$ cat src/sv/rmsr_pkg.sv
// Shared constants, types and the index helper for the multicast slot ring.
package rmsr_pkg;

  localparam int SLOT_DEPTH  = 16;
  localparam int IDX_W       = $clog2(SLOT_DEPTH);
  localparam int MAX_READERS = 8;
  localparam int RID_W       = $clog2(MAX_READERS);
  localparam int CNT_W       = 4;
  localparam int WORD_W      = 32;
  localparam int SIU_W       = IDX_W + 1;
  localparam int APB_AW      = 3;
  localparam int APB_DW      = 32;
  localparam int STATUS_W    = 2;

  localparam logic [SIU_W-1:0] SIU_RESET = SIU_W'(SLOT_DEPTH);
  localparam logic [SIU_W-1:0] SIU_MIN   = SIU_W'(2);

  // Register indexes on the configuration port.
  localparam logic [APB_AW-3:0] REG_SLOTS_IN_USE = '0;

  // Operation codes.
  localparam logic OP_PUT = 1'b0;
  localparam logic OP_GET = 1'b1;

  // Response status codes.
  localparam logic [STATUS_W-1:0] ST_DONE  = 2'd0;
  localparam logic [STATUS_W-1:0] ST_FULL  = 2'd1;
  localparam logic [STATUS_W-1:0] ST_EMPTY = 2'd2;

  typedef struct packed {
    logic [SIU_W-1:0] slots_in_use;
  } cfg_t;

  typedef enum logic [1:0] {
    S_IDLE = 2'b01,
    S_EXEC = 2'b10
  } state_t;

  // Following slot, wrapping at the clamped ring size.
  function automatic logic [IDX_W-1:0] next_slot(input logic [IDX_W-1:0] idx,
                                                 input logic [SIU_W-1:0] siu);
    logic [SIU_W-1:0] n;
    logic [SIU_W-1:0] sum;
    n = siu;
    if (n < SIU_MIN) n = SIU_MIN;
    if (n > SIU_RESET) n = SIU_RESET;
    sum = {1'b0, idx} + SIU_W'(1);
    if (sum >= n) begin
      next_slot = '0;
    end else begin
      next_slot = sum[IDX_W-1:0];
    end
  endfunction

endpackage

$ cat src/sv/rmsr_req_if.sv
// Request channel: operation and its operands with a valid/ready handshake.
interface rmsr_req_if;
  logic                            valid;
  logic                            ready;
  logic                            operation;
  logic [rmsr_pkg::RID_W-1:0]      reader_id;
  logic [rmsr_pkg::CNT_W-1:0]      reader_count;
  logic [rmsr_pkg::WORD_W-1:0]     data_in;

  modport source (output valid, output operation, output reader_id,
                  output reader_count, output data_in, input ready);
  modport sink (input valid, input operation, input reader_id,
                input reader_count, input data_in, output ready);
endinterface

$ cat src/sv/rmsr_rsp_if.sv
// Response channel: status, read word and slot with a valid/ready handshake.
interface rmsr_rsp_if;
  logic                             valid;
  logic                             ready;
  logic [rmsr_pkg::STATUS_W-1:0]    status;
  logic [rmsr_pkg::WORD_W-1:0]      data_out;
  logic [rmsr_pkg::IDX_W-1:0]       slot_index;

  modport source (output valid, output status, output data_out,
                  output slot_index, input ready);
  modport sink (input valid, input status, input data_out,
                input slot_index, output ready);
endinterface

$ cat src/sv/rmsr_cfg.sv
// APB-style configuration register block for the slot ring.
module rmsr_cfg (
  input  logic                        clk,
  input  logic                        rst,
  input  logic                        psel,
  input  logic                        penable,
  input  logic                        pwrite,
  input  logic [rmsr_pkg::APB_AW-1:0] paddr,
  input  logic [rmsr_pkg::APB_DW-1:0] pwdata,
  output logic [rmsr_pkg::APB_DW-1:0] prdata,
  output logic                        pready,
  output rmsr_pkg::cfg_t              cfg
);

  logic [rmsr_pkg::SIU_W-1:0] slots_in_use;
  logic                       hit;

  assign pready = 1'b1;
  assign hit    = (paddr[rmsr_pkg::APB_AW-1:2] == rmsr_pkg::REG_SLOTS_IN_USE);

  always_ff @(posedge clk) begin
    if (rst) begin
      slots_in_use <= rmsr_pkg::SIU_RESET;
    end else if (psel && penable && pwrite && pready && hit) begin
      slots_in_use <= pwdata[rmsr_pkg::SIU_W-1:0];
    end
  end

  always_comb begin
    prdata = '0;
    if (hit) begin
      prdata = rmsr_pkg::APB_DW'(slots_in_use);
    end
  end

  assign cfg.slots_in_use = slots_in_use;

endmodule

$ cat src/sv/refcounted_multicast_slot_ring.sv
// Top level of the reference-counted multicast slot ring.
//
// One writer puts words into a ring of slots, and each of up to eight readers
// gets them back in order. A put stores its word with a count of readers that
// still owe a read; the slot becomes free again once that many gets took it.
// The request channel carries the operation, reader id, reader count and word.
// The response channel returns one response per request: a status (done, full
// or empty), the word read on a successful get and the slot that was used.
//
// Each request has a read and a commit: the accept edge issues the reads of the
// slot word memory and the count memory, and the commit edge applies the update
// and loads the response register. A new request is accepted only after the
// previous one has committed, since each one makes a single read-modify-write
// of the count memory. The response is registered at commit, and a new request
// may be accepted while an earlier response still waits in the output register.
//
// If the receiver stalls, the response register holds; a request that has
// finished its read waits without committing until that register frees up.
// Reset clears the write index, reader indices and count valid bits, so every
// count reads as zero; the word store starts uninitialized. The ring size is
// set through the APB port and should change only when idle.
module refcounted_multicast_slot_ring (
  input  logic                        clk,
  input  logic                        rst,
  input  logic                        psel,
  input  logic                        penable,
  input  logic                        pwrite,
  input  logic [rmsr_pkg::APB_AW-1:0] paddr,
  input  logic [rmsr_pkg::APB_DW-1:0] pwdata,
  output logic [rmsr_pkg::APB_DW-1:0] prdata,
  output logic                        pready,
  rmsr_req_if.sink                    req,
  rmsr_rsp_if.source                  rsp
);

  localparam int IDX_W = rmsr_pkg::IDX_W;
  localparam int CNT_W = rmsr_pkg::CNT_W;

  rmsr_pkg::cfg_t   cfg;
  rmsr_pkg::state_t state;
  rmsr_pkg::state_t state_next;

  // Word store and per-slot counts, both with registered reads.
  logic [rmsr_pkg::WORD_W-1:0] slot_store [rmsr_pkg::SLOT_DEPTH];
  logic [CNT_W-1:0]            pend_mem   [rmsr_pkg::SLOT_DEPTH];
  logic [rmsr_pkg::SLOT_DEPTH-1:0] pend_valid;

  logic [IDX_W-1:0] write_index;
  logic [IDX_W-1:0] reader_index [rmsr_pkg::MAX_READERS];

  // Request captured at accept, plus the memory read data.
  logic                        op_q;
  logic [rmsr_pkg::RID_W-1:0]  rid_q;
  logic [CNT_W-1:0]            cnt_q;
  logic [rmsr_pkg::WORD_W-1:0] word_q;
  logic [IDX_W-1:0]            addr_q;
  logic [rmsr_pkg::WORD_W-1:0] store_q;
  logic [CNT_W-1:0]            pend_q;
  logic                        pvalid_q;

  logic             accept;
  logic             commit;
  logic [IDX_W-1:0] get_slot;
  logic [IDX_W-1:0] put_next;
  logic [IDX_W-1:0] pend_raddr;
  logic [CNT_W-1:0] pend_cur;
  logic             put_ok;
  logic             get_ok;

  rmsr_cfg u_cfg (
    .clk     (clk),
    .rst     (rst),
    .psel    (psel),
    .penable (penable),
    .pwrite  (pwrite),
    .paddr   (paddr),
    .pwdata  (pwdata),
    .prdata  (prdata),
    .pready  (pready),
    .cfg     (cfg)
  );

  assign req.ready = (state == rmsr_pkg::S_IDLE);
  assign accept    = req.valid && req.ready;

  // A put checks the count of the slot after the write index; a get checks
  // the slot that its reader points at.
  assign get_slot   = reader_index[req.reader_id];
  assign put_next   = rmsr_pkg::next_slot(write_index, cfg.slots_in_use);
  assign pend_raddr = (req.operation == rmsr_pkg::OP_PUT) ? put_next : get_slot;

  always_ff @(posedge clk) begin
    if (accept) begin
      op_q     <= req.operation;
      rid_q    <= req.reader_id;
      cnt_q    <= req.reader_count;
      word_q   <= req.data_in;
      addr_q   <= pend_raddr;
      store_q  <= slot_store[get_slot];
      pend_q   <= pend_mem[pend_raddr];
      pvalid_q <= pend_valid[pend_raddr];
    end
  end

  // A count that was never written since reset reads as zero.
  assign pend_cur = pvalid_q ? pend_q : '0;
  assign put_ok   = (op_q == rmsr_pkg::OP_PUT) && (pend_cur == '0);
  assign get_ok   = (op_q == rmsr_pkg::OP_GET) && (pend_cur != '0) &&
                    (addr_q != write_index);

  // The update commits only when the response register can take the result.
  assign commit = (state == rmsr_pkg::S_EXEC) && (!rsp.valid || rsp.ready);

  always_comb begin
    state_next = state;
    case (state)
      rmsr_pkg::S_IDLE: begin
        if (accept) state_next = rmsr_pkg::S_EXEC;
      end
      rmsr_pkg::S_EXEC: begin
        if (commit) state_next = rmsr_pkg::S_IDLE;
      end
      default: state_next = rmsr_pkg::S_IDLE;
    endcase
  end

  always_ff @(posedge clk) begin
    if (rst) begin
      state <= rmsr_pkg::S_IDLE;
    end else begin
      state <= state_next;
    end
  end

  always_ff @(posedge clk) begin
    if (commit && put_ok) begin
      slot_store[write_index] <= word_q;
    end
  end

  always_ff @(posedge clk) begin
    if (commit && put_ok) begin
      pend_mem[write_index] <= cnt_q;
    end else if (commit && get_ok) begin
      pend_mem[addr_q] <= pend_cur - CNT_W'(1);
    end
  end

  always_ff @(posedge clk) begin
    if (rst) begin
      pend_valid <= '0;
    end else if (commit && put_ok) begin
      pend_valid[write_index] <= 1'b1;
    end
  end

  always_ff @(posedge clk) begin
    if (rst) begin
      write_index <= '0;
    end else if (commit && put_ok) begin
      write_index <= addr_q;
    end
  end

  always_ff @(posedge clk) begin
    if (rst) begin
      for (int i = 0; i < rmsr_pkg::MAX_READERS; i++) begin
        reader_index[i] <= '0;
      end
    end else if (commit && get_ok) begin
      reader_index[rid_q] <= rmsr_pkg::next_slot(addr_q, cfg.slots_in_use);
    end
  end

  // Response register.
  always_ff @(posedge clk) begin
    if (rst) begin
      rsp.valid <= 1'b0;
    end else if (commit) begin
      rsp.valid <= 1'b1;
    end else if (rsp.ready) begin
      rsp.valid <= 1'b0;
    end
  end

  always_ff @(posedge clk) begin
    if (commit) begin
      if (op_q == rmsr_pkg::OP_PUT) begin
        rsp.status     <= put_ok ? rmsr_pkg::ST_DONE : rmsr_pkg::ST_FULL;
        rsp.data_out   <= '0;
        rsp.slot_index <= write_index;
      end else begin
        rsp.status     <= get_ok ? rmsr_pkg::ST_DONE : rmsr_pkg::ST_EMPTY;
        rsp.data_out   <= get_ok ? store_q : '0;
        rsp.slot_index <= addr_q;
      end
    end
  end

endmodule
$ cat src/flat_wrapper.sv
// flat-port wrapper written by rule: the top's interface ports become plain ports
module refcounted_multicast_slot_ring_flat 
  (clk, rst, psel, penable, pwrite, paddr, pwdata, prdata, pready, req_valid, req_operation, req_reader_id, req_reader_count, req_data_in, req_ready, rsp_valid, rsp_status, rsp_data_out, rsp_slot_index, rsp_ready);
  rmsr_req_if req_i ();
  rmsr_rsp_if rsp_i ();
  input  logic clk;
  input  logic rst;
  input  logic psel;
  input  logic penable;
  input  logic pwrite;
  input  logic [rmsr_pkg::APB_AW-1:0] paddr;
  input  logic [rmsr_pkg::APB_DW-1:0] pwdata;
  output logic [rmsr_pkg::APB_DW-1:0] prdata;
  output logic pready;
  input wire logic [$bits(req_i.valid)-1:0] req_valid;
  input wire logic [$bits(req_i.operation)-1:0] req_operation;
  input wire logic [$bits(req_i.reader_id)-1:0] req_reader_id;
  input wire logic [$bits(req_i.reader_count)-1:0] req_reader_count;
  input wire logic [$bits(req_i.data_in)-1:0] req_data_in;
  output wire logic [$bits(req_i.ready)-1:0] req_ready;
  output wire logic [$bits(rsp_i.valid)-1:0] rsp_valid;
  output wire logic [$bits(rsp_i.status)-1:0] rsp_status;
  output wire logic [$bits(rsp_i.data_out)-1:0] rsp_data_out;
  output wire logic [$bits(rsp_i.slot_index)-1:0] rsp_slot_index;
  input wire logic [$bits(rsp_i.ready)-1:0] rsp_ready;
  assign req_i.valid = req_valid;
  assign req_i.operation = req_operation;
  assign req_i.reader_id = req_reader_id;
  assign req_i.reader_count = req_reader_count;
  assign req_i.data_in = req_data_in;
  assign req_ready = req_i.ready;
  assign rsp_valid = rsp_i.valid;
  assign rsp_status = rsp_i.status;
  assign rsp_data_out = rsp_i.data_out;
  assign rsp_slot_index = rsp_i.slot_index;
  assign rsp_i.ready = rsp_ready;
  refcounted_multicast_slot_ring u_core (.clk(clk), .rst(rst), .psel(psel), .penable(penable), .pwrite(pwrite), .paddr(paddr), .pwdata(pwdata), .prdata(prdata), .pready(pready), .req(req_i), .rsp(rsp_i));
endmodule
$ cat config.mk
export PLATFORM = sky130hd
export DESIGN_NAME = refcounted_multicast_slot_ring_flat
export DESIGN_NICKNAME = d
export VERILOG_FILES = /design/src/sv/rmsr_pkg.sv /design/src/sv/rmsr_req_if.sv /design/src/sv/rmsr_rsp_if.sv /design/src/sv/rmsr_cfg.sv /design/src/sv/refcounted_multicast_slot_ring.sv /design/src/flat_wrapper.sv
export SDC_FILE = /design/constraint.sdc
export NUM_CORES = 1
export LEC_CHECK = 0
export BUFFER_PORTS_ARGS = -buffer_cell sky130_fd_sc_hd__buf_4
export CAP_MARGIN = 25
export CORE_ASPECT_RATIO = 0.9
export CORE_MARGIN = 8
export CORE_UTILIZATION = 39
export DETAILED_ROUTE_END_ITERATION = 8
export PLACE_DENSITY = 0.59
export SYNTH_ARGS = -nofsm -noshare
export SYNTH_HDL_FRONTEND = slang
export SYNTH_SLANG_ARGS = --single-unit
$ cat constraint.sdc
create_clock -name clk -period 8 [get_ports clk]
set_clock_uncertainty 0.15 [all_clocks]
set_input_delay 0.8 -clock clk [delete_from_list [all_inputs] [get_ports clk]]
set_output_delay 0.8 -clock clk [all_outputs]
set_load 0.005 [all_outputs]
**Word-level counts from Yosys, hierarchy flattened**

Memories as Yosys holds them, arrays and structs flattened. A register that Yosys moved wholly into a read port is not among the register bits.
Index checks and enable logic that the tools add are counted.

- Register bits after elaboration: 111
- Bits in writable memories: 608
- Bits of input ports: 82
- Memories kept: 3

Memories:

| name | depth | width | read ports | clocked after memory_dff | write ports | line | RTL |
|---|---|---|---|---|---|---|---|
| u_core.slot_store | 16 | 32 | 1 | 1 | 1 | refcounted_multicast_slot_ring.sv:44 | `logic [rmsr_pkg::WORD_W-1:0] slot_store [rmsr_pkg::SLOT_DEPTH];` |
| u_core.pend_mem | 16 | 4 | 1 | 1 | 1 | refcounted_multicast_slot_ring.sv:45 | `logic [CNT_W-1:0] pend_mem [rmsr_pkg::SLOT_DEPTH];` |
| u_core.reader_index | 8 | 4 | 1 | 0 | 8 | refcounted_multicast_slot_ring.sv:49 | `logic [IDX_W-1:0] reader_index [rmsr_pkg::MAX_READERS];` |

- $add $sub $neg: 3
- Magnitude comparators: 8
- Equal/unequal tests: 5
- Mux-type cells: 42
- Bitwise logic cells: 3
- Reductions and logical operators: 20

Operator list:

| operator | count |
|---|---|
| 2-to-1 mux 4 bit | 10 |
| 2-to-1 mux 5 bit | 8 |
| 2-to-1 mux 1 bit | 16 |
| OR 16 bit | 1 |
| logical AND 1 bit | 11 |
| adder 4 x 1 -> 5 bit, second input constant | 2 |
| greater-or-equal comparator 5 bit | 2 |
| > comparator 5 bit, second input constant | 2 |
| less-than comparator 4 x 5 -> 1 bit, second input constant | 2 |
| 2-to-1 mux 2 bit | 4 |
| OR reduction 4 bit | 2 |
| less-than comparator 5 x 2 -> 1 bit, second input constant | 1 |
| binary-select mux 1 bit (select 4 bit) | 1 |
| demux 1 bit (select 4 bit) | 1 |
| greater-or-equal comparator 4 x 1 -> 1 bit, second input constant | 1 |
| logical NOT 4 bit | 1 |
| inequality test 4 bit | 1 |
| case mux 2 bit (2 select lines) | 1 |
| AND reduction 2 bit | 2 |
| nonzero test 4 bit | 1 |
| subtractor 4 x 1 -> 4 bit, second input constant | 1 |
| 2-to-1 mux 3 bit | 1 |
| equality test 2 x 1 -> 1 bit, second input constant | 1 |
| equality test 2 bit, second input constant | 1 |
| 6 further kinds | 7 |

**Depth between registers and ports, before layout**

Gate-level depths: netlist of run 1.

- Depth in word-level cells: 16
- Depth in mapped cells: 15

**Hierarchy**

Synthesis of run 1 repeated with hierarchy kept, for this count alone.

- Cells, all modules: 1941
- Area total of the unflattened synthesis: 30191.5 um^2

Modules (own cells, without submodules):

| module | instances | cells an instance | area an instance (um^2) | sequential area each (um^2) |
|---|---|---|---|---|
| refcounted_multicast_slot_ring | 1 | 1883 | 29697.2 | 22291.4 |
| rmsr_cfg | 1 | 58 | 494.2 | 100.1 |

**Worst setup path before layout of run 1**

OpenSTA, ideal clock, no wires.

- Kind: input to register
- Start point: in rsp_ready
- End point: mem u_core.slot_store[2][0] (netlist bit) (enable)
- Data arrival time: 5.983 ns
- Required time: 7.387 ns
- Slack: 1.404 ns
- Cell stages on the path: 6
- Path through: nand2b_1 > nor2b_1 > nor3b_1 > clkbuf_1 > nand2_1 > nor3_1

- Cells in the longest elaborated chain, start to end: 5

Ends and longest elaborated chain:

| item | line | RTL |
|---|---|---|
| start: declaration | flat_wrapper.sv:25 | `input wire logic [$bits(rsp_i.ready)-1:0] rsp_ready;` |
| logical OR 1 bit | refcounted_multicast_slot_ring.sv:112 | `assign commit = (state == rmsr_pkg::S_EXEC) && (!rsp.valid \|\| rsp.ready);` |
| logical AND 1 bit | refcounted_multicast_slot_ring.sv:112 |  |
| named net u_core.commit | refcounted_multicast_slot_ring.sv:62 | `logic commit;` |
| logical AND 1 bit | refcounted_multicast_slot_ring.sv:136 | `if (commit && put_ok) begin` |
| 2-to-1 mux 1 bit | refcounted_multicast_slot_ring.sv:136 |  |
| 2-to-1 mux 1 bit (not written as such) | refcounted_multicast_slot_ring.sv:137 | `slot_store[write_index] <= word_q;` |
| end: declaration | refcounted_multicast_slot_ring.sv:44 |  |

The timed path passes the listed nets, and every way through them passes these cells.

**Final worst setup path of run 1**

- Start point: reg u_core.write_index[2]
- End point: reg u_core.pend_q[1], read port of u_core.pend_mem, data pin

- Cells in the longest elaborated chain, start to end: 4

Ends and longest elaborated chain:

| item | line | RTL |
|---|---|---|
| start: declaration | refcounted_multicast_slot_ring.sv:48 | `logic [IDX_W-1:0] write_index;` |
| start signal: assignment | refcounted_multicast_slot_ring.sv:161 | `write_index <= addr_q;` |
| adder 4 x 1 -> 5 bit (*) | rmsr_pkg.sv:47 | `sum = {1'b0, idx} + SIU_W'(1);` |
| greater-or-equal comparator 5 bit | rmsr_pkg.sv:48 | `if (sum >= n) begin` |
| 2-to-1 mux 4 bit (*) | rmsr_pkg.sv:48 |  |
| 2-to-1 mux 4 bit (*) | refcounted_multicast_slot_ring.sv:90 | `assign pend_raddr = (req.operation == rmsr_pkg::OP_PUT) ? put_next : get_slot;` |
| end: declaration | refcounted_multicast_slot_ring.sv:58 | `logic [CNT_W-1:0] pend_q;` |

Mark *: on every way between the ends. The rest lies on a longest branch, timed or not.
A chain may end at the register's enable or synchronous reset.

==> impl_results.md, run 1 <==
- Outcome: finished clean
- Initial antenna violation count: 0
- Nets: 2361
- Slew @ Worst Pin: 1.03 ns
- Setup Fix Bufs, Post-CTS: 0
- DP Area: 31800 um2
- Seq cells post-synth: 755
- Clk pin slew, worst setup/hold paths: 0.06 ns
- Chip height: 279 um
- 1st-iter DRT viols: 1576
- Relative slew slack: 31.4%
- Placement row count: 96
- Area added between synthesis and finish: 13.9%
- Synth warn: 0
- Seq/Total Area, Yosys: 74.4%
- FF-to-FF setup slack: 3.91 ns
- Distinct cells, synth: 52
- IO Port Bufs: 97
- Largest area contributor in the netlist: edfxtp_1
- Pwr/cell area: 248 nW/um2
- RSZ-0062 raised after global routing: no
- Critical Path Source: u_core.write_index[2]
- Hold violation total from the final report: 0
- Final period util: 51.2%
- Layout cells sized above 1: 11.9%
- Global-route wire length before repair: 106000 um
- Max Buffers Root-to-Sink: 3
- Data arrival, critical path: 4.28 ns
- Setup violators final: 0
- Ant. Diodes: 0
- Via Count: 17586
- EDFF count, synth: 727
- Worst Path Buf+Inv: 2
- Gate Count Post-Synth: 2189
- Starting Density: 39.4%
- Max-slew violation count: 0
- Hold Path Origin: req_data_in[13]
- Ys flop type: edfxtp_1
- Vias in the first global route: 17776
- Filler Cells Inserted: 6643
- Ranking of synthesized cells by area: edfxtp_1 73%, nand2_1 6.7%, a311oi_1 2.9%, nand3_1 2.2%, dfxtp_1 1.9%
- GPL Wtd Cong: 0.761
- Ports: 155
- Drt drc: 0
- DRT Pass-1 Iters: 5
- Ys async rst share: 0%
- Max rail drop VDD: 0.000128 V
- Clock tree from TritonCTS: yes
- Core area: 76300 um2
- CP max stage cell: dfxtp_1
- Crit Path Category: flop to flop
- Pwr Total: 8.48 mW
- Most common cell after layout, fill and taps aside: edfxtp_1
- Synth top area share: 72.6%
- H-tree level count: 3
- Routed wire length: 69700 um
- Congestion Overflow GR: 0
- Leak: 11.9 nW
- Fmax: 244 MHz
- Die Area: 86300 um2
- Critical Path RT: 8.19 ns
- HP Class: input pin to flop
- TritonCTS Sinks: 755
- Final critical-path required period: 4.09 ns
- Finished Cell Area: 34300 um2
- DP HPWL: 35100 um
- CP Max Fanout: 14
- Die Wd: 309 um
- Worst-Skew Late Latency: 0.61 ns
- Cell family with most CP delay: compound AO/OA/AOI/OAI gates
- Avg Cell Area, Syn: 13.7 um2
- Avg WL per Cell: 20.8 um
- Post-DR vias/cell: 5.25
- Largest net degree at the start of global routing: 200
- Number of buffers created by CTS: 79
- CTS root buf: clkbuf_16
- Max_cap viols: 0
- CTS resizes: 0
- Commonest non-fill, non-tap cells in the layout: 727 x edfxtp_1, 538 x nand2_1, 135 x nand3_1
- Mapped Area: 30100 um2
- Critical path, cell by cell: nand3_1 > xor2_1 > inv_1 > ha_1 > or4b_1 > a311oi_1 > a211o_1 > inv_2 > or3_1 > o221ai_1 > o22ai_1
- Tot GR Track Use: 15.9%
- Antenna viol nets, final: 0
- Crit-path max cell delay: 0.70 ns
- CP endpoint kind: flop
- Worst setup SP type: flop
- Post-route setup TNS: 0 ns
- Worst flop-to-flop path startpoint: u_core.write_index[2]
- Hold-fix buffers at CTS: 0
area by class of cell:
type / count / area [um2] / area share, %
clock inverters: 37 / 294 / 0.858
multi-input cells: 1283 / 7130 / 20.8
clock buffers: 101 / 2100 / 6.13
repair buffers: 131 / 1010 / 2.94
well taps: 1029 / 1290 / 3.76
flip-flops and latches: 755 / 22400 / 65.3
inverters: 13 / 48.8 / 0.142
power breakdown:
part,switching (mW),internal [mW]
combinational,0.396,0.202
clock,1.43,1.98
sequential,0.0601,4.41
worst paths after layout:
kind	to	cells after the start
max	u_core.pend_q[1]	11
min	u_core.word_q[13]	1
max reg2reg	u_core.pend_q[1]	11
min reg2reg	u_core.pend_valid[14]	2
registers in the layout (all words and copies together) (netlist names), 2 cells and up:
name and cells:
u_core.reader_index 32, u_core.pend_valid 16, u_core.pend_q 4, u_core.addr_q 4, u_core.write_index 4, u_core.rsp.data_out 32
u_core.word_q 32, u_core.cnt_q 4, u_core.rsp.status 2, u_core.u_cfg.cfg 5, u_core.pend_mem 64, u_core.store_q 32
u_core.slot_store 512, u_core.rid_q 3, u_core.rsp.slot_index 4, u_core.state 2
cells in the mapped netlist (all sizes together), types with 3 or more instances:
library cell    n
edfxtp        727
nand2         538
nand3         135
nor2          119
clkbuf        100
a311oi         98
and3           68
buf            64
mux2i          55
a21oi          42
a31oi          40
and2           34
dfxtp          28
nand2b         17
ha             16
inv            13
mux4           11
mux2            9
nor3            9
nor2b           8
o21ai           7
xnor2           7
a21o            4
a211o           3
a2bb2oi         3
nand4           3
xor2            3
cell families (layout without fill, tap and decap cells):
kind of cell	after synthesis	in the layout	synth area share (%)
flip-flops	755	755	74.4
adder cells (fa/ha/maj)	16	16	0.666
buffers and inverters	177	282	2.80
XOR/XNOR	10	10	0.291
AO/OA/AOI/OAI	212	212	5.19
multiplexers	75	75	3.00
AND/OR/NAND/NOR	942	942	13.6
other	2	28	0.0250
metrics by stage:
stage               cells  utilization, %  hold WS [ns]  setup WS, ns
global placement     3209            41.7         0.294          3.53
global route         3349            44.9         0.182          3.69
CTS                  3348            44.9         0.171          3.77
floorplan            2215               -         0.281          1.40
finish               3349            44.9         0.213          3.91
detailed placement   3210            41.8         0.301          3.50
layer usage:
| layer | track usage, % | up-vias | wire length (um) |
|---|---|---|---|
| met4 | 4.78 | 0 | 1740 |
| met3 | 2.86 | 125 | 3770 |
| met5 | 0 | - | 0 |
| met2 | 27.7 | 463 | 34800 |
| li1 | - | 8162 | - |
| met1 | 20.1 | 8836 | 29400 |
(Power assumes the default switching activity.)
==> inputs of run 2 (changes only) <==
==> constraint.sdc (replaced) <==
create_clock -name clk -period 3.9 [get_ports clk]
set_clock_uncertainty 0.15 [all_clocks]
set_input_delay 0.39 -clock clk [delete_from_list [all_inputs] [get_ports clk]]
set_output_delay 0.39 -clock clk [all_outputs]
set_load 0.005 [all_outputs]
==> impl_results.md, run 2 (synthesized netlist as in run 1, its figures left out) <==
- RSZ-0062 raised after global routing: no
- DP HPWL: 38700 um (+10%)
- DRT Pass-1 Iters: 6 (+1)
- 1st-iter DRT viols: 1385 (-12%)
- CP endpoint kind: flop
- Ant. Diodes: 0 (unchanged)
- Drt drc: 0 (unchanged)
- Commonest non-fill, non-tap cells in the layout: 727 x edfxtp_1, 538 x nand2_1, 137 x buf_4
- HP Class: input pin to flop
- Largest registers: u_core.slot_store: 512 flops, u_core.pend_mem: 64 flops
- TritonCTS Sinks: 755 (unchanged)
- CP Max Fanout: 41 (+27)
- GPL Wtd Cong: 0.802 (+5.4%)
- Setup Fix Bufs, Post-CTS: 0 (unchanged)
- Hold violation total from the final report: 0 (unchanged)
- Biggest register: u_core.slot_store
- Core area: 76300 um2 (unchanged)
- Worst setup SP type: flop
- Antenna viol nets, final: 0 (unchanged)
- Most common cell after layout, fill and taps aside: edfxtp_1
- H-tree level count: 3 (unchanged)
- Post-DR vias/cell: 5.25 (about the same)
- Nets: 2435 (+3.1%)
- Outcome: finished clean
- Relative slew slack: 50.8% (+19 points)
- Data arrival, critical path: 3.83 ns (-0.45 ns)
- Critical Path RT: 4.22 ns (-3.97 ns)
- Leak: 12.3 nW (+3.4%)
- Max-slew violation count: 0 (unchanged)
- IO Port Bufs: 97 (unchanged)
- Max reg flops: 512 (unchanged)
- Starting Density: 39.4% (unchanged)
- Ports: 155 (unchanged)
- Pwr/cell area: 500 nW/um2 (+100%)
- Avg WL per Cell: 20.6 um (-0.90%)
- Largest net degree at the start of global routing: 129 (-36%)
- Clock tree from TritonCTS: yes
- Congestion Overflow GR: 0 (unchanged)
- Global-route wire length before repair: 107000 um (+1.6%)
- Slew @ Worst Pin: 0.738 ns (-0.292 ns)
- Crit Path Category: flop to flop
- Initial antenna violation count: 0 (unchanged)
- Die Area: 86300 um2 (unchanged)
- Tot GR Track Use: 16.1% (+0.20 points)
- Number of buffers created by CTS: 79 (unchanged)
- Chip height: 279 um (unchanged)
- Setup violators final: 0 (unchanged)
- Max Buffers Root-to-Sink: 3 (unchanged)
- Max_cap viols: 0 (unchanged)
- Die Wd: 309 um (unchanged)
- R2r worst-path depth: 11 (unchanged)
- WHS: 0.209 ns (-0.00391 ns)
- DP Area: 32300 um2 (+1.5%)
- Routed wire length: 70700 um (+1.4%)
- Vias in the first global route: 18014 (+1.3%)
- Worst-Skew Late Latency: 0.63 ns (+0.02 ns)
- Worst hold path depth: 3 (+2)
- Fmax: 285 MHz (+17%)
- Post-route setup TNS: 0 ns (unchanged)
- Area added between synthesis and finish: 17.1%
- Clk pin slew, worst setup/hold paths: 0.06 ns (about the same)
- Max rail drop VDD: 0.000289 V (+130%)
- CTS resizes: 0 (unchanged)
- Finished Cell Area: 35200 um2 (+2.8%)
- CTS root buf: clkbuf_16
- Filler Cells Inserted: 6584 (-0.89%)
- Final period util: 89.9% (+39 points)
- Final critical-path required period: 3.51 ns (-0.587 ns)
- Layout cells sized above 1: 12.7% (+0.74 points)
- Via Count: 17984 (+2.3%)
- Placement row count: 96 (unchanged)
==> run 2: what timing repair did <==
action / 4_1_cts / 5_1_grt
hold buffers: 47 / 0
setup endpoints to repair: 0 / 0
hold endpoints to repair: 49 / 0
==> run 2: report_power, final <==
| part | internal (mW) | switching [mW] | total [mW] |
|---|---|---|---|
| sequential | 9.05 | 0.121 | 9.17 |
| combinational | 0.492 | 0.838 | 1.33 |
| clock | 4.13 | 2.98 | 7.10 |
==> run 2: metrics by stage <==
step                worst slack (ns)  util (%)  std cells  power (mW)
finish                         0.394      46.2       3426        17.6
global route                   0.264      46.2       3426        18.2
floorplan                     0.0884         -       2215        10.2
CTS                            0.440      46.2       3426        17.8
detailed placement             0.453      42.4       3238        10.6
global placement               0.489      42.4       3238        10.6
==> run 2: routing by layer <==
layer  part of all wire (%)  up-vias  track usage [%]
met5                      0        -                0
met4                    2.4        0             4.77
met1                     43     8982             21.5
met3                    5.6      125             2.68
li1                       -     8337                -
met2                     49      540             27.0
==> run 2: worst paths after layout <==
path | slack (ns) | start | to
max | 0.39 | u_core.write_index[0] | u_core.pend_q[2]
min | 0.21 | pwrite | u_core.u_cfg.cfg[4]
max reg2reg | 0.39 | u_core.write_index[0] | u_core.pend_q[2]
min reg2reg | 0.31 | u_core.pend_valid[14] | u_core.pend_valid[14]
==> run 2: layout make-up <==
type / instances / area [um2] / area share, %
timing repair buffer: 205 / 1920 / 5.45
inverter: 13 / 48.8 / 0.139
multi-input combinational: 1283 / 7160 / 20.3
clock inverter: 16 / 106 / 0.302
clock buffer: 125 / 2320 / 6.57
sequential: 755 / 22400 / 63.6
tap: 1029 / 1290 / 3.66
==> run 2: worst max-delay path, stage by stage, from the launching register on <==
cell and delay, ns:
dfxtp_1 0.56, ha_1 0.28, xnor2_1 0.18, inv_1 0.10, ha_1 0.34, a21o_1 0.22
a311oi_1 0.30, a211o_2 0.18, buf_12 0.26, mux2i_1 0.14, mux4_2 0.49, mux2i_1 0.14
==> inputs of run 3 (changes only) <==
--- a/config.mk
+++ b/config.mk
@@ -9,9 +9,9 @@
 export CAP_MARGIN = 25
 export CORE_ASPECT_RATIO = 0.9
 export CORE_MARGIN = 8
-export CORE_UTILIZATION = 39
+export CORE_UTILIZATION = 60
 export DETAILED_ROUTE_END_ITERATION = 8
-export PLACE_DENSITY = 0.59
+export PLACE_DENSITY = 0.82
 export SYNTH_ARGS = -nofsm -noshare
 export SYNTH_HDL_FRONTEND = slang
 export SYNTH_SLANG_ARGS = --single-unit
==> impl_results.md, run 3 (synthesized netlist as in run 1, its figures left out) <==
- DP HPWL: 36100 um (-6.8%)
- Max_cap viols: 0 (unchanged)
- Setup violators final: 0 (unchanged)
- Data arrival, critical path: 3.84 ns (about the same)
- Area added between synthesis and finish: 14.9%
- Critical path, cell by cell: ha_1 > xnor2_1 > inv_1 > ha_1 > a21o_1 > a31oi_1 > o21ai_0 > o21a_1 > or3_1 > o221ai_1 > o22ai_1
- H-tree level count: 3 (unchanged)
- Leak: 12.2 nW (-0.77%)
- Clock tree from TritonCTS: yes
- Biggest register: u_core.slot_store
- Initial antenna violation count: 0 (unchanged)
- Worst flop-to-flop path startpoint: u_core.write_index[0]
- Most common cell after layout, fill and taps aside: edfxtp_1
- Seq pwr share: 53.0% (+0.9 points)
- Final critical-path required period: 3.64 ns (+0.131 ns)
- Slew @ Worst Pin: 0.952 ns (+0.214 ns)
- Ant. Diodes: 0 (unchanged)
- Most used cell, CP: ha_1
- Nets: 2428 (-0.29%)
- Largest net degree at the start of global routing: 129 (unchanged)
- Crit-path max cell delay: 0.57 ns (about the same)
- Die Wd: 252 um (-18%)
- Via Count: 18452 (+2.6%)
- CP endpoint kind: flop
- Logic pwr share: 7.6% (about the same)
- Net Switching: 3.84 mW (-2.4%)
- Max reg flops: 512 (unchanged)
- Placed Cells: 2889 (-11%)
- CP Max Fanout: 11 (-73%)
- Post-route setup TNS: 0 ns (unchanged)
- GPL Wtd Cong: 0.882 (+10%)
- Worst setup SP type: flop
- IO Port Bufs: 97 (unchanged)
- Worst-Skew Late Latency: 0.62 ns (about the same)
- Number of buffers created by CTS: 73 (-7.6%)
- Hold violation total from the final report: 0 (unchanged)
- Largest registers: u_core.slot_store: 512 flops, u_core.pend_mem: 64 flops
- Max rail drop VDD: 0.000347 V (+20%)
- Critical Path RT: 4.10 ns (-0.12 ns)
- Antenna viol nets, final: 0 (unchanged)
- Relative slew slack: 36.6% (-14 points)
- Critical Path Source: u_core.write_index[0]
- RSZ-0062 raised after global routing: no
- Crit Path Category: flop to flop
- Outcome: finished, violations left
- HP Class: input pin to flop
- Clk pin slew, worst setup/hold paths: 0.06 ns (about the same)
- Chip height: 228 um (-18%)
- Congestion Overflow GR: 0 (unchanged)
- Global-route wire length before repair: 102000 um (-5.0%)
- Die Area: 57600 um2 (-33%)
- Layout cells sized above 1: 12.8% (+0.10 points)
- DRT Pass-1 Iters: 8 (+2)
- Commonest non-fill, non-tap cells in the layout: 727 x edfxtp_1, 538 x nand2_1, 143 x buf_4
- CTS resizes: 0 (unchanged)
- CP max stage cell: dfxtp_1
- Clock power frac: 39.4% (-1.0 points)
- Tot GR Track Use: 22.7% (+6.7 points)
- Post-DR vias/cell: 6.02 (+15%)
- Drt drc: 1 (+1)
- CTS root buf: clkbuf_16
- Avg WL per Cell: 21.8 um (+5.8%)
- Vias in the first global route: 18560 (+3.0%)
- Hold Path Origin: rst
- Worst Path Buf+Inv: 1 (-1)
- Placement row count: 78 (-19%)
- Core area: 50000 um2 (-34%)
- Max Buffers Root-to-Sink: 3 (unchanged)
- Pwr/cell area: 500 nW/um2 (+0.13%)
- Cell family with most CP delay: compound AO/OA/AOI/OAI gates
- Finished Layout Cells: 3066 (-11%)
- TritonCTS Sinks: 755 (unchanged)
- Starting Density: 60.2% (+21 points)
- Max-slew violation count: 0 (unchanged)
- Ports: 155 (unchanged)
- 1st-iter DRT viols: 2327 (+68%)
- Routed wire length: 66900 um (-5.3%)
- P_int: 13.5 mW (-1.5%)
- Pwr Total: 17.3 mW (-1.7%)
- Final period util: 93.3% (+3.3 points)
- Net Sw Frac: 22.2% (-0.16 points)
- Fmax: 275 MHz (-3.6%)
- Failing checks: DRC
==> run 3: power by group through the flow <==
stage / combinational (mW) / sequential [mW] / clock [mW]
2_1_floorplan: 0.893 / 9.28 / 0
3_3_place_gp: 1.22 / 9.33 / 0
3_5_place_dp: 1.26 / 9.34 / 0
4_1_cts: 1.31 / 9.17 / 6.89
5_1_grt: 1.43 / 9.18 / 7.18
6_report: 1.32 / 9.17 / 6.81
==> run 3: final cells by class <==
class	instances	area, um2
clock buffers	99	1940
clock inverters	32	364
fillers	3202	15400
inverters	13	48.8
multi-input cells	1283	7160
flip-flops and latches	755	22400
well taps	680	851
repair buffers	204	1820
==> run 3: worst paths after layout <==
check	endpoint	slack (ns)	cells past startpoint
worst min-delay path	u_core.pend_valid[15]	0.05	2
worst max-delay path	u_core.pend_q[1]	0.26	11
worst max register to register	u_core.pend_q[1]	0.26	11
worst min register to register	u_core.u_cfg.cfg[4]	0.32	1
==> run 3: routing by layer <==
layer  GRT usage [%]  vias to the layer above  routed length (um)
met4            8.42                        0                1820
met2            38.8                      962               33800
met1            28.8                     9048               25500
met3            4.50                      152                5840
li1                -                     8290                   -
met5               0                        -                   0
==> run 3: repair_timing <==
action / 4_1_cts / 5_1_grt
setup buffers: 0 / 0
setup endpoints to repair: 0 / 0
hold buffers: 46 / 0
hold endpoints to repair: 46 / 0
==> run 3: stage by stage <==
step | utilization [%] | setup slack (ns) | hold WS, ns | cell area, um2
floorplan | - | 0.0884 | 0.281 | 30200
global placement | 63.6 | 0.506 | 0.295 | 31800
detailed placement | 63.7 | 0.340 | 0.304 | 31800
CTS | 69.2 | 0.358 | 0.0205 | 34600
global route | 69.2 | 0.144 | 0.0534 | 34600
finish | 69.2 | 0.263 | 0.0495 | 34600
